### config.mk
export PLATFORM = sky130hd
export DESIGN_NAME = causal_sample_history_store_unit
export DESIGN_NICKNAME = d
export VERILOG_FILES = /design/src/cshs_pkg.sv /design/src/causal_sample_history_store_unit.sv
export SDC_FILE = /design/constraint.sdc
export NUM_CORES = 2
export LEC_CHECK = 0
export BUFFER_PORTS_ARGS = -buffer_cell sky130_fd_sc_hd__clkbuf_2
export CAP_MARGIN = 20
export CORE_MARGIN = 8
export CORE_UTILIZATION = 50
export CTS_CLUSTER_SIZE = 12
export DETAILED_ROUTE_END_ITERATION = 16
export PLACE_DENSITY = 0.72
export REMOVE_ABC_BUFFERS = 1
export SETUP_SLACK_MARGIN = 0.4
export SYNTH_ARGS = -nofsm -noshare
export SYNTH_HDL_FRONTEND = slang
export SYNTH_SLANG_ARGS = --single-unit
### constraint.sdc
create_clock -name aclk -period 17.1 [get_ports aclk]
set_input_delay 0.855 -clock aclk [delete_from_list [all_inputs] [get_ports aclk]]
set_output_delay 0.855 -clock aclk [all_outputs]
set_load 0.05 [all_outputs]
### src/cshs_pkg.sv
`timescale 1ns / 1ps
package cshs_pkg;
    localparam int DEPTH = 8;
    localparam int IDX_W = (DEPTH > 1) ? $clog2(DEPTH) : 1;
    localparam int CNT_W = $clog2(DEPTH + 1);

    localparam logic [1:0] MODE_PUSH  = 2'd0;
    localparam logic [1:0] MODE_QUERY = 2'd1;
    localparam logic [1:0] MODE_CLEAR = 2'd2;

    localparam logic [2:0] CAUSE_NONE     = 3'd0;
    localparam logic [2:0] CAUSE_SAT      = 3'd1;
    localparam logic [2:0] CAUSE_INVALID  = 3'd2;
    localparam logic [2:0] CAUSE_EXPLICIT = 3'd3;
    localparam logic [2:0] CAUSE_GAP      = 3'd4;

    localparam logic [2:0] ST_BAD_ARG  = 3'd0;
    localparam logic [2:0] ST_MISMATCH = 3'd1;
    localparam logic [2:0] ST_EMPTY    = 3'd2;
    localparam logic [2:0] ST_INVALID  = 3'd3;
    localparam logic [2:0] ST_SAT      = 3'd4;
    localparam logic [2:0] ST_FUTURE   = 3'd5;
    localparam logic [2:0] ST_STALE    = 3'd6;
    localparam logic [2:0] ST_OK       = 3'd7;

    localparam logic [1:0] REG_OWN_SOURCE = 2'd0;
    localparam logic [1:0] REG_MAX_GAP    = 2'd1;
    localparam logic [1:0] REG_MAX_AGE    = 2'd2;

    typedef enum logic [4:0] {
        S_IDLE  = 5'b00001,
        S_SCAN  = 5'b00010,
        S_DEC   = 5'b00100,
        S_READ  = 5'b01000,
        S_OUT   = 5'b10000
    } state_t;
endpackage

### src/causal_sample_history_store_unit.sv
`timescale 1ns / 1ps
// A push or query scans all stored entries before its result, unless decided early; a query
// also passes through S_READ. A clear or an early-decided transaction skips the scan, as does
// a push into an empty or just-cleared store.
// Throughput: one transaction at a time, accepted only once the last result has been taken;
// one entry is compared per cycle during the scan, and a full store holds DEPTH = 8 entries.
// Reset (synchronous, aresetn low) empties the store, clears the barrier and loads register
// defaults; no clearing pass is needed.
module causal_sample_history_store_unit (
    input  logic        aclk,
    input  logic        aresetn,
    input  logic        psel,
    input  logic        penable,
    input  logic        pwrite,
    input  logic [3:0]  paddr,
    input  logic [31:0] pwdata,
    output logic [31:0] prdata,
    output logic        pready,
    input  logic        s_valid,
    output logic        s_ready,
    input  logic [1:0]  s_mode,
    input  logic        s_sample_present,
    input  logic [1:0]  s_source_id,
    input  logic [63:0] s_time_us,
    input  logic        s_time_trusted,
    input  logic        s_is_saturated,
    input  logic        s_sample_ok,
    input  logic [31:0] s_accel_x,
    input  logic [31:0] s_accel_y,
    input  logic [31:0] s_accel_z,
    output logic        m_valid,
    input  logic        m_ready,
    output logic        m_ok,
    output logic [2:0]  m_status,
    output logic [63:0] m_out_time_us,
    output logic [31:0] m_out_accel_x,
    output logic [31:0] m_out_accel_y,
    output logic [31:0] m_out_accel_z,
    output logic [63:0] m_age_us
);
    import cshs_pkg::*;

    // Configuration registers.
    logic [1:0]  own_source_reg;
    logic [31:0] max_gap_reg;
    logic [31:0] max_age_reg;
    logic        cfg_wr;
    logic [1:0]  cfg_idx;

    assign pready  = 1'b1;
    assign cfg_idx = paddr[3:2];
    assign cfg_wr  = psel && penable && pwrite;

    always_ff @(posedge aclk) begin
        if (!aresetn) begin
            own_source_reg <= 2'd0;
            max_gap_reg    <= 32'd10000;
            max_age_reg    <= 32'd10000;
        end else if (cfg_wr) begin
            case (cfg_idx)
                REG_OWN_SOURCE: own_source_reg <= pwdata[1:0];
                REG_MAX_GAP:    max_gap_reg    <= pwdata;
                REG_MAX_AGE:    max_age_reg    <= pwdata;
                default:        ;
            endcase
        end
    end

    always_comb begin
        case (cfg_idx)
            REG_OWN_SOURCE: prdata = {30'd0, own_source_reg};
            REG_MAX_GAP:    prdata = max_gap_reg;
            REG_MAX_AGE:    prdata = max_age_reg;
            default:        prdata = 32'd0;
        endcase
    end

    // Sample store memory.
    logic [63:0] mem_time [DEPTH];
    logic [31:0] mem_ax   [DEPTH];
    logic [31:0] mem_ay   [DEPTH];
    logic [31:0] mem_az   [DEPTH];
    logic [63:0] rd_time_reg;
    logic [31:0] rd_ax_reg, rd_ay_reg, rd_az_reg;
    logic [IDX_W-1:0] rd_addr;
    logic             wr_en;
    logic [IDX_W-1:0] wr_addr;

    // Transaction and control state.
    state_t      state_reg;
    logic [1:0]  mode_reg;
    logic        present_reg, trusted_reg, sat_reg, sok_reg;
    logic [1:0]  src_reg;
    logic [63:0] t_reg;
    logic [31:0] ax_reg, ay_reg, az_reg;
    logic [CNT_W-1:0] fill_reg;
    logic [63:0] newest_reg;
    logic        newest_known_reg;
    logic [2:0]  cause_reg;
    logic [63:0] barrier_reg;
    logic        barrier_known_reg;
    logic [CNT_W-1:0] i_reg;
    logic        rd_pend_reg;
    logic [IDX_W-1:0] rd_idx_reg;
    // Scan results.
    logic        eq_f_reg, c_f_reg, f_f_reg;
    logic [IDX_W-1:0] eq_i_reg, c_i_reg, f_i_reg, o_i_reg;
    logic [63:0] c_t_reg, f_t_reg, o_t_reg;
    // Push outcome.
    logic        ok_reg;
    logic [2:0]  st_reg;
    logic        emit_reg;
    logic [IDX_W-1:0] emit_i_reg;
    logic        m_valid_reg;
    logic [63:0] age_reg;

    assign s_ready = (state_reg == S_IDLE) && !m_valid_reg;
    assign m_valid = m_valid_reg;

    // Push pre-checks, evaluated on latched fields.
    logic src_bad, inval, gap_hit;
    assign src_bad = present_reg && (src_reg != own_source_reg);
    assign inval = !present_reg || !trusted_reg || !sok_reg || t_reg == 64'd0
                   || ax_reg[30:23] == 8'hFF || ay_reg[30:23] == 8'hFF
                   || az_reg[30:23] == 8'hFF;
    assign gap_hit = newest_known_reg && t_reg > newest_reg
                     && (t_reg - newest_reg) > {32'd0, max_gap_reg};

    logic [IDX_W-1:0] scan_idx;
    assign scan_idx = rd_idx_reg;
    assign rd_addr  = (state_reg == S_SCAN) ? i_reg[IDX_W-1:0] : emit_i_reg;

    // Memory write and registered read.
    always_ff @(posedge aclk) begin
        if (wr_en) begin
            mem_time[wr_addr] <= t_reg;
            mem_ax[wr_addr]   <= ax_reg;
            mem_ay[wr_addr]   <= ay_reg;
            mem_az[wr_addr]   <= az_reg;
        end
        rd_time_reg <= mem_time[rd_addr];
        rd_ax_reg   <= mem_ax[rd_addr];
        rd_ay_reg   <= mem_ay[rd_addr];
        rd_az_reg   <= mem_az[rd_addr];
    end

    // Decision logic after the scan.
    logic             full;
    logic [IDX_W-1:0] fill_idx;
    assign full     = (fill_reg == CNT_W'(DEPTH));
    assign fill_idx = fill_reg[IDX_W-1:0];

    always_comb begin
        wr_en   = 1'b0;
        wr_addr = fill_idx;
        if (state_reg == S_DEC && mode_reg == MODE_PUSH && st_reg == ST_OK) begin
            if (eq_f_reg) begin
                wr_en = 1'b1;
                wr_addr = eq_i_reg;
            end else if (!full) begin
                wr_en = 1'b1;
            end else if (t_reg >= o_t_reg) begin
                wr_en = 1'b1;
                wr_addr = o_i_reg;
            end
        end
    end

    always_ff @(posedge aclk) begin
        if (!aresetn) begin
            state_reg         <= S_IDLE;
            m_valid_reg       <= 1'b0;
            fill_reg          <= '0;
            newest_reg        <= 64'd0;
            newest_known_reg  <= 1'b0;
            cause_reg         <= CAUSE_NONE;
            barrier_reg       <= 64'd0;
            barrier_known_reg <= 1'b0;
            i_reg             <= '0;
            rd_pend_reg       <= 1'b0;
        end else begin
            if (m_valid_reg && m_ready) begin
                m_valid_reg <= 1'b0;
            end
            case (state_reg)
                S_IDLE: begin
                    if (s_valid && s_ready) begin
                        mode_reg    <= s_mode;
                        present_reg <= s_sample_present;
                        src_reg     <= s_source_id;
                        t_reg       <= s_time_us;
                        trusted_reg <= s_time_trusted;
                        sat_reg     <= s_is_saturated;
                        sok_reg     <= s_sample_ok;
                        ax_reg      <= s_accel_x;
                        ay_reg      <= s_accel_y;
                        az_reg      <= s_accel_z;
                        i_reg       <= '0;
                        rd_pend_reg <= 1'b0;
                        eq_f_reg    <= 1'b0;
                        c_f_reg     <= 1'b0;
                        f_f_reg     <= 1'b0;
                        emit_reg    <= 1'b0;
                        emit_i_reg  <= '0;
                        age_reg     <= 64'd0;
                        state_reg   <= S_SCAN;
                    end
                end
                S_SCAN: begin
                    // First cycle handles the early checks; later ones step the scan.
                    if (i_reg == '0 && !rd_pend_reg) begin
                        if (mode_reg == MODE_CLEAR) begin
                            fill_reg          <= '0;
                            newest_reg        <= 64'd0;
                            newest_known_reg  <= 1'b0;
                            cause_reg         <= CAUSE_EXPLICIT;
                            barrier_reg       <= 64'd0;
                            barrier_known_reg <= 1'b0;
                            ok_reg            <= 1'b1;
                            st_reg            <= ST_BAD_ARG;
                            state_reg         <= S_OUT;
                        end else if (mode_reg == MODE_QUERY) begin
                            if (t_reg == 64'd0) begin
                                ok_reg    <= 1'b0;
                                st_reg    <= ST_BAD_ARG;
                                state_reg <= S_OUT;
                            end else if (src_reg != own_source_reg) begin
                                ok_reg    <= 1'b1;
                                st_reg    <= ST_MISMATCH;
                                state_reg <= S_OUT;
                            end else if (fill_reg == '0) begin
                                ok_reg <= 1'b1;
                                if (cause_reg == CAUSE_SAT) begin
                                    st_reg <= ST_SAT;
                                end else if (cause_reg == CAUSE_INVALID
                                             || cause_reg == CAUSE_EXPLICIT
                                             || cause_reg == CAUSE_GAP) begin
                                    st_reg <= ST_INVALID;
                                end else begin
                                    st_reg <= ST_EMPTY;
                                end
                                state_reg <= S_OUT;
                            end else begin
                                rd_pend_reg <= 1'b1;
                                rd_idx_reg  <= '0;
                                i_reg       <= CNT_W'(1);
                            end
                        end else if (mode_reg == MODE_PUSH) begin
                            ok_reg <= 1'b0;
                            if (src_bad) begin
                                st_reg    <= ST_BAD_ARG;
                                state_reg <= S_OUT;
                            end else if (sat_reg || inval) begin
                                st_reg           <= ST_BAD_ARG;
                                fill_reg         <= '0;
                                newest_reg       <= 64'd0;
                                newest_known_reg <= 1'b0;
                                cause_reg        <= sat_reg ? CAUSE_SAT : CAUSE_INVALID;
                                barrier_reg      <= present_reg ? t_reg : 64'd0;
                                barrier_known_reg <= present_reg && t_reg != 64'd0;
                                state_reg        <= S_OUT;
                            end else if (barrier_known_reg && t_reg <= barrier_reg) begin
                                st_reg    <= ST_BAD_ARG;
                                state_reg <= S_OUT;
                            end else begin
                                st_reg <= ST_OK;
                                if (gap_hit) begin
                                    fill_reg          <= '0;
                                    newest_reg        <= 64'd0;
                                    newest_known_reg  <= 1'b0;
                                    cause_reg         <= CAUSE_GAP;
                                    barrier_reg       <= newest_reg;
                                    barrier_known_reg <= newest_reg != 64'd0;
                                    state_reg         <= S_DEC;
                                end else if (fill_reg == '0) begin
                                    state_reg <= S_DEC;
                                end else begin
                                    rd_pend_reg <= 1'b1;
                                    rd_idx_reg  <= '0;
                                    i_reg       <= CNT_W'(1);
                                end
                            end
                        end else begin
                            ok_reg    <= 1'b0;
                            st_reg    <= ST_BAD_ARG;
                            state_reg <= S_OUT;
                        end
                    end else begin
                        // Compare the entry read last cycle.
                        if (rd_time_reg == t_reg && !eq_f_reg) begin
                            eq_f_reg <= 1'b1;
                            eq_i_reg <= scan_idx;
                        end
                        if (scan_idx == '0 || rd_time_reg < o_t_reg) begin
                            o_t_reg <= rd_time_reg;
                            o_i_reg <= scan_idx;
                        end
                        if (rd_time_reg <= t_reg) begin
                            if (!c_f_reg || rd_time_reg > c_t_reg) begin
                                c_f_reg <= 1'b1;
                                c_t_reg <= rd_time_reg;
                                c_i_reg <= scan_idx;
                            end
                        end else if (!f_f_reg || rd_time_reg < f_t_reg) begin
                            f_f_reg <= 1'b1;
                            f_t_reg <= rd_time_reg;
                            f_i_reg <= scan_idx;
                        end
                        if (i_reg == fill_reg) begin
                            rd_pend_reg <= 1'b0;
                            state_reg   <= S_DEC;
                        end else begin
                            rd_idx_reg <= i_reg[IDX_W-1:0];
                            i_reg      <= i_reg + CNT_W'(1);
                        end
                    end
                end
                S_DEC: begin
                    if (mode_reg == MODE_QUERY) begin
                        ok_reg <= 1'b1;
                        if (!c_f_reg) begin
                            st_reg     <= ST_FUTURE;
                            emit_reg   <= f_f_reg;
                            emit_i_reg <= f_i_reg;
                        end else begin
                            age_reg    <= t_reg - c_t_reg;
                            st_reg     <= ((t_reg - c_t_reg) > {32'd0, max_age_reg})
                                          ? ST_STALE : ST_OK;
                            emit_reg   <= 1'b1;
                            emit_i_reg <= c_i_reg;
                        end
                        state_reg <= S_READ;
                    end else begin
                        // Push commit.
                        st_reg <= ST_BAD_ARG;
                        if (wr_en) begin
                            ok_reg <= 1'b1;
                            if (!eq_f_reg) begin
                                if (!full) begin
                                    fill_reg <= fill_reg + CNT_W'(1);
                                end
                                if (!newest_known_reg || t_reg > newest_reg) begin
                                    newest_reg       <= t_reg;
                                    newest_known_reg <= 1'b1;
                                end
                            end
                            cause_reg         <= CAUSE_NONE;
                            barrier_known_reg <= 1'b0;
                        end
                        state_reg <= S_OUT;
                    end
                end
                S_READ: begin
                    state_reg <= S_OUT;
                end
                S_OUT: begin
                    m_ok          <= ok_reg;
                    m_status      <= st_reg;
                    m_age_us      <= age_reg;
                    m_out_time_us <= emit_reg ? rd_time_reg : 64'd0;
                    m_out_accel_x <= emit_reg ? rd_ax_reg : 32'd0;
                    m_out_accel_y <= emit_reg ? rd_ay_reg : 32'd0;
                    m_out_accel_z <= emit_reg ? rd_az_reg : 32'd0;
                    m_valid_reg   <= 1'b1;
                    state_reg     <= S_IDLE;
                end
                default: begin
                    state_reg <= S_IDLE;
                end
            endcase
        end
    end
endmodule
Yosys cells after proc, flatten, opt, wreduce, memory -nomap -nowiden
Memory sizes are Yosys's and may differ from the RTL's. A register that Yosys moved wholly into a read port is not among the register bits.
Cells that the tools add are included.
{ "op_classes": {"addsub": 4, "order_cmp": 9, "n_eq_ne": 67, "mux": 187, "bitwise_logic": 2, "reduce_logical": 74} }
{ "op_table": {"columns": ["operator", "count"], "rows": [
  ["$mux W64", 23],
  ["$pmux W64 S2", 2],
  ["$gt A64 B32 Y1", 2],
  ["$gt A64 B64 Y1", 2],
  ["$le A64 B64 Y1", 2],
  ["$lt A64 B64 Y1", 2],
  ["$reduce_bool A64 Y1", 2],
  ["$sub A64 B64 Y64", 2],
  ["$mux W3", 42],
  ["$mux W4", 25],
  ["$pmux W32 S3", 1],
  ["$mux W5", 15],
  ["$eq A64 B64 Y1", 1],
  ["$ge A64 B64 Y1", 1],
  ["$logic_not A64 Y1", 1],
  ["$mux W1", 63],
  ["$reduce_and A11 Y1", 5],
  ["$reduce_and A5 Y1", 5],
  ["$eq A8 B8 Y1 const B", 3],
  ["$ne A3 B3 Y1 const B", 8],
  ["$ne A2 B2 Y1 const B", 10],
  ["$ne A4 B4 Y1 const B", 5],
  ["$pmux W5 S4", 1],
  ["$reduce_and A4 Y1", 5],
  ["40 further kinds", 115]
]} }
{ "word_totals": {"ff_bits": 892, "ramBits": 1280, "out_inout_bits": 263, "wordCells": 393, "n_memories": 4} }
{ "mem_list": {"columns": ["name", "depth", "width", "read_ports", "rd_ports_with_merged_regs", "write_ports", "line", "source"], "rows": [
  ["mem_time", 8, 64, 1, 1, 1, "causal_sample_history_store_unit.sv:79", "logic [63:0] mem_time [DEPTH];"],
  ["mem_ax", 8, 32, 1, 1, 1, "causal_sample_history_store_unit.sv:80", "logic [31:0] mem_ax [DEPTH];"],
  ["mem_ay", 8, 32, 1, 1, 1, "causal_sample_history_store_unit.sv:81", "logic [31:0] mem_ay [DEPTH];"],
  ["mem_az", 8, 32, 1, 1, 1, "causal_sample_history_store_unit.sv:82", "logic [31:0] mem_az [DEPTH];"]
]} }

Logic depth before layout (Yosys ltp)
{ "depth": {"ltp_word": 15, "ltp_mapped": 27, "ltp_nobuf": 25} }

Worst setup path after synthesis
OpenSTA, ideal clock, no wires.
{ "synth_timing": {"kind": "input to register", "startpoint": "input port aresetn", "endpoint": "register m_age_us[0], enable pin", "setup_time_ns": 1.099, "arrival_ns": 16.558, "required_time_ns": 16.001, "path_slack_ns": -0.556, "cell_stages": 3, "path_cell_list": "clkbuf_1 nand2_1 nor3_1"} }
{ "synth_between": {"elab_chain_cells": 1} }
{ "synth_lines": {"columns": ["item", "line", "source"], "rows": [
  ["from (decl)", "causal_sample_history_store_unit.sv:11", "input logic aresetn,"],
  ["$reduce_and A2 Y1 (no source line)", null, null],
  ["to (signal assigned)", "causal_sample_history_store_unit.sv:359", "m_age_us <= age_reg;"],
  ["to (decl)", "causal_sample_history_store_unit.sv:39", "output logic [63:0] m_age_us"]
]} }
No other way between the ends.
A chain may end at the register's enable or synchronous reset.

Worst setup path in the final report
{ "layout_timing": {"startpoint": "register t_reg[0]", "endpoint": "register newest_reg[13]"} }
{ "layout_between": {"elab_chain_cells": 13, "elab_cells_between_ends": 31, "classes_between": "add/sub (1); order compare (4); eq/ne (4); mux (11); reduce/logical (11)"} }
{ "layout_lines": {"columns": ["item", "line", "source"], "rows": [
  ["from (decl)", "causal_sample_history_store_unit.sv:94", "logic [63:0] t_reg;"],
  ["from (signal assigned)", "causal_sample_history_store_unit.sv:191", "t_reg <= s_time_us;"],
  ["parallel branches: the longest is 13 deep, another holds $sub A64 B64 Y64", null, null],
  ["to (signal assigned)", "causal_sample_history_store_unit.sv:343", "newest_reg <= t_reg;"],
  ["to (decl)", "causal_sample_history_store_unit.sv:97", "logic [63:0] newest_reg;"]
]} }
Several ways; the timed one is not identified. The select of a mux whose other input is x is not followed.

==> metrics.md <==
| Metric | Value |
|---|---|
| Most common cell after layout, fill and taps aside | edfxtp_1 |
| Peak VDD IR | 0.105 mV |
| Syn. warnings | 0 |
| HP Class | input port to flop |
| Crit path time final | between 8 and 9 ns |
| Die Y | ~470 um |
| Root Driver | clkbuf_16 |
| Top cells by area, synth | edfxtp_1 (57%), dfxtp_1 (7.3%), ha_1 (7.1%), mux4_2 (7.0%), inv_1 (1.8%) |
| Hold_buf cts | 0 |
| Worst-margin pin slew | 1.21 ns |
| Clock share of power | 36.6% |
| Port bufs | 470 |
| Total power | roughly 13 mW |
| Largest net degree at the start of global routing | just over 100 |
| Global-route wire length before repair | 422000 um |
| Worst EP arrival | a little under 10 ns |
| Area leader, netlist | edfxtp_1 |
| Worst R2R End | newest_reg[13] |
| Worst slew margin | 18.6% |
| Starting DRT DRC Count | 6570 |
| Fin Setup TNS | 0 ns |
| Worst-Skew Late Latency | 0.93 ns |
| Pleak | 41.9 nW |
| Reg2reg start | t_reg[0] |
| Total GRT Usage | 25.5% |
| Seq cells post-synth | around 2300 |
| Total grt overflow | 0 |
| Clock Skews | approximately 0.11 ns |
| Final number of setup-violating endpoints | 0 |
| HPWL Detailed | 193000 um |
| Via count of the routed design | 63100 |
| Number of flip-flops in the largest register | 512 |
| R2r worst-path depth | 25 |
| Combinational power share | between 10% and 20% |
| Period utilisation layout | 52.3% |
| Starting density of the core | 50.2% |
| Post-CTS sizing | 0 |
| Fin. max-slew vios | 0 |
| Sequential share of power | 49.7% |
| WL final | 289000 um |
| Final core occ | between 50% and 60% |
| Fin. Hold Viols | 0 |
| CTS buffer count | between 200 and 250 |
| RSZ-0062 raised after global routing | false |
| CP startpoint | t_reg[0] |
| Post-synth EDFFs | 1958 |
| I/O Pins | 474 |
| Longest Clk Path Bufs | 3 |
| Net Switching | 3.45 mW |
| Syn Inst Count | 7024 |
| Top-area cell type share of the netlist area | 57.2% |
| Top reg by flops | mem_time |
| Most frequent cells in the layout | edfxtp_1 (1958), ha_1 (580), inv_1 (497) |
| Vias in the first global route | 63300 |
| Status | complete, no violations |
| Ys async rst share | 0% |
| Drt wl/cell | 27.5 um |
| DR pass1 iterations | 6 |
| Die W | about 470 um |
| R2R setup slack | 8.16 ns |
| Avg Synthesized Cell Area | 14.6 sq um |
| Critical path class | flop to flop |
| Achievable frequency | around 0.11 GHz |
| Switching Fraction | about a quarter |
| Prevailing post-synth register cell | edfxtp_1 |
| Seq/Total Area, Yosys | 64.5% |
| # nets final | between 8000 and 9000 |
| Antenna violations before repair | 28 |
| Pwr dens | 115 nW/um^2 |
| Max-Cap Viols | 0 |
| Critical Path RT | approximately 18 ns |
| Int Power | 9.90 mW |
| Syn Std Cell Area | 103000 sq um |
| CTS tree | built |
| Area growth from synthesis to layout | 13.1% |
| Max FO, Critical Path | 43 |
| Layout cells sized above 1 | between 10% and 20% |
| Number of post-CTS setup repair buffers | 0 |
| Setup crit start kind | flop |
| Core area | 205000 sq um |
| RD Place Congestion | 0.970 |
| Antenna viol nets, final | 0 |
| Synth cell types | 89 |
| Clk sinks | 2332 |
| H-tree depth | 4 |
| Rows | about 170 |
| Routed vias/inst | between 5 and 6 |
| # DRC | 0 |
| Die area | 220000 sq um |
| Clk slew on worst S/H paths | 0.06 ns |
| Worst Setup End Kind | flop |
| Worst setup path end | newest_reg[13] |
==> power groups by stage <==
stage / Clock [mW] / Combinational [mW] / Sequential [mW]
after floorplan: 0 / 1.79 / 6.68
after global placement: 0 / 1.77 / 6.74
after detailed placement: 0 / 1.81 / 6.74
after CTS: 4.97 / 1.83 / 6.63
after global routing: 5.18 / 2.00 / 6.64
final: 4.88 / 1.83 / 6.63
==> through the flow <==
stage	area, sq um	hold WS [ns]	setup slack [ns]	std cells
after global placement	109000	0.405	8.52	10100
after global routing	116000	0.0588	7.77	10500
final	116000	0.0939	8.16	10500
after floorplan	102000	0.400	-14.68	6741
after CTS	116000	0.0180	8.32	10500
after detailed placement	109000	0.405	8.33	10100
==> synthesized netlist by cell type, types with 11 or more instances <==
master,instances
inv_1,498
or4_1,11
dfxtp_1,374
buf_1,38
o31ai_1,23
xor2_1,45
nor4_1,61
nor2_1,210
o21a_1,37
o2bb2ai_1,26
nand2_1,395
xnor2_1,63
or3_1,46
mux2_2,161
mux4_2,320
nor3_1,55
edfxtp_1,1958
o21ai_0,172
nand3_1,194
a211oi_1,36
buf_2,15
o21bai_1,11
nand4_1,161
a31oi_1,22
nor2b_1,59
and2_1,216
a21oi_1,344
ha_1,580
clkbuf_1,219
a22o_1,62
o211ai_1,75
nand2b_1,44
a22oi_1,40
and3_1,11
a21o_1,156
mux2i_1,84
==> logic make-up (layout without fill, tap and decap cells) <==
| logic type | count (synthesis) | in the layout | synth area share, % |
|---|---|---|---|
| other | 1 | 16 | 0.00365 |
| multiplexers | 565 | 565 | 9.59 |
| buffers and inverters | 781 | 1564 | 2.95 |
| flip-flops | 2332 | 2332 | 64.5 |
| AO/OA/AOI/OAI | 1141 | 1141 | 7.38 |
| adder cells (fa/ha/maj) | 582 | 582 | 7.10 |
| XOR/XNOR | 108 | 108 | 0.920 |
| AND/OR/NAND/NOR | 1514 | 1514 | 7.56 |
==> routing by layer <==
metal	track usage [%]	wire, um	part of all wire [%]
met1	34.3	120000	42
met2	41.9	137000	48
met3	3.89	19600	6.8
met4	9.91	11800	4.1
met5	0	14	0.0048
==> area by class of cell <==
class	instances	area, sq um
Clock inverter	57	679
Antenna cell	15	37.5
Timing Repair Buffer	629	3620
Multi-Input combinational cell	3911	33700
Clock buffer	380	6680
Inverter	498	1870
Sequential cell	2332	66300
Fill cell	15800	88400
Tap cell	2688	3360
==> critical path, cell delays in order, from the launching register on <==
cell	delay, ns
edfxtp_1	0.68
inv_1	0.29
ha_1	0.31
fa_1	0.40
nand2b_1	0.19
a21oi_1	0.35
o21ai_1	0.29
a21oi_1	0.43
a21oi_1	0.22
o31ai_1	0.64
xor2_1	0.17
ha_1	0.32
nand4_1	0.16
or4_1	0.64
nor3_2	0.18
nor2_1	0.10
a2111oi_2	0.45
nand4_1	0.13
or4_1	0.43
nor4b_2	0.27
nand4b_1	0.25
nor2_4	0.31
a21oi_2	0.17
nand3_4	0.41
buf_4	0.71
mux2i_1	0.27
==> worst min-delay path by stage <==
stage / from / to / slack [ns] / cells after the start
finish: s_accel_y[0] / ay_reg[0] / 0.09 / 1
global route: s_time_us[23] / t_reg[23] / 0.06 / 1
CTS: s_accel_y[31] / ay_reg[31] / 0.02 / 1
detailed placement: age_reg[23] / m_age_us[23] / 0.40 / 0
global placement: age_reg[57] / m_age_us[57] / 0.41 / 0
floorplan: age_reg[0] / m_age_us[0] / 0.40 / 0
(Power assumes the default switching activity.)
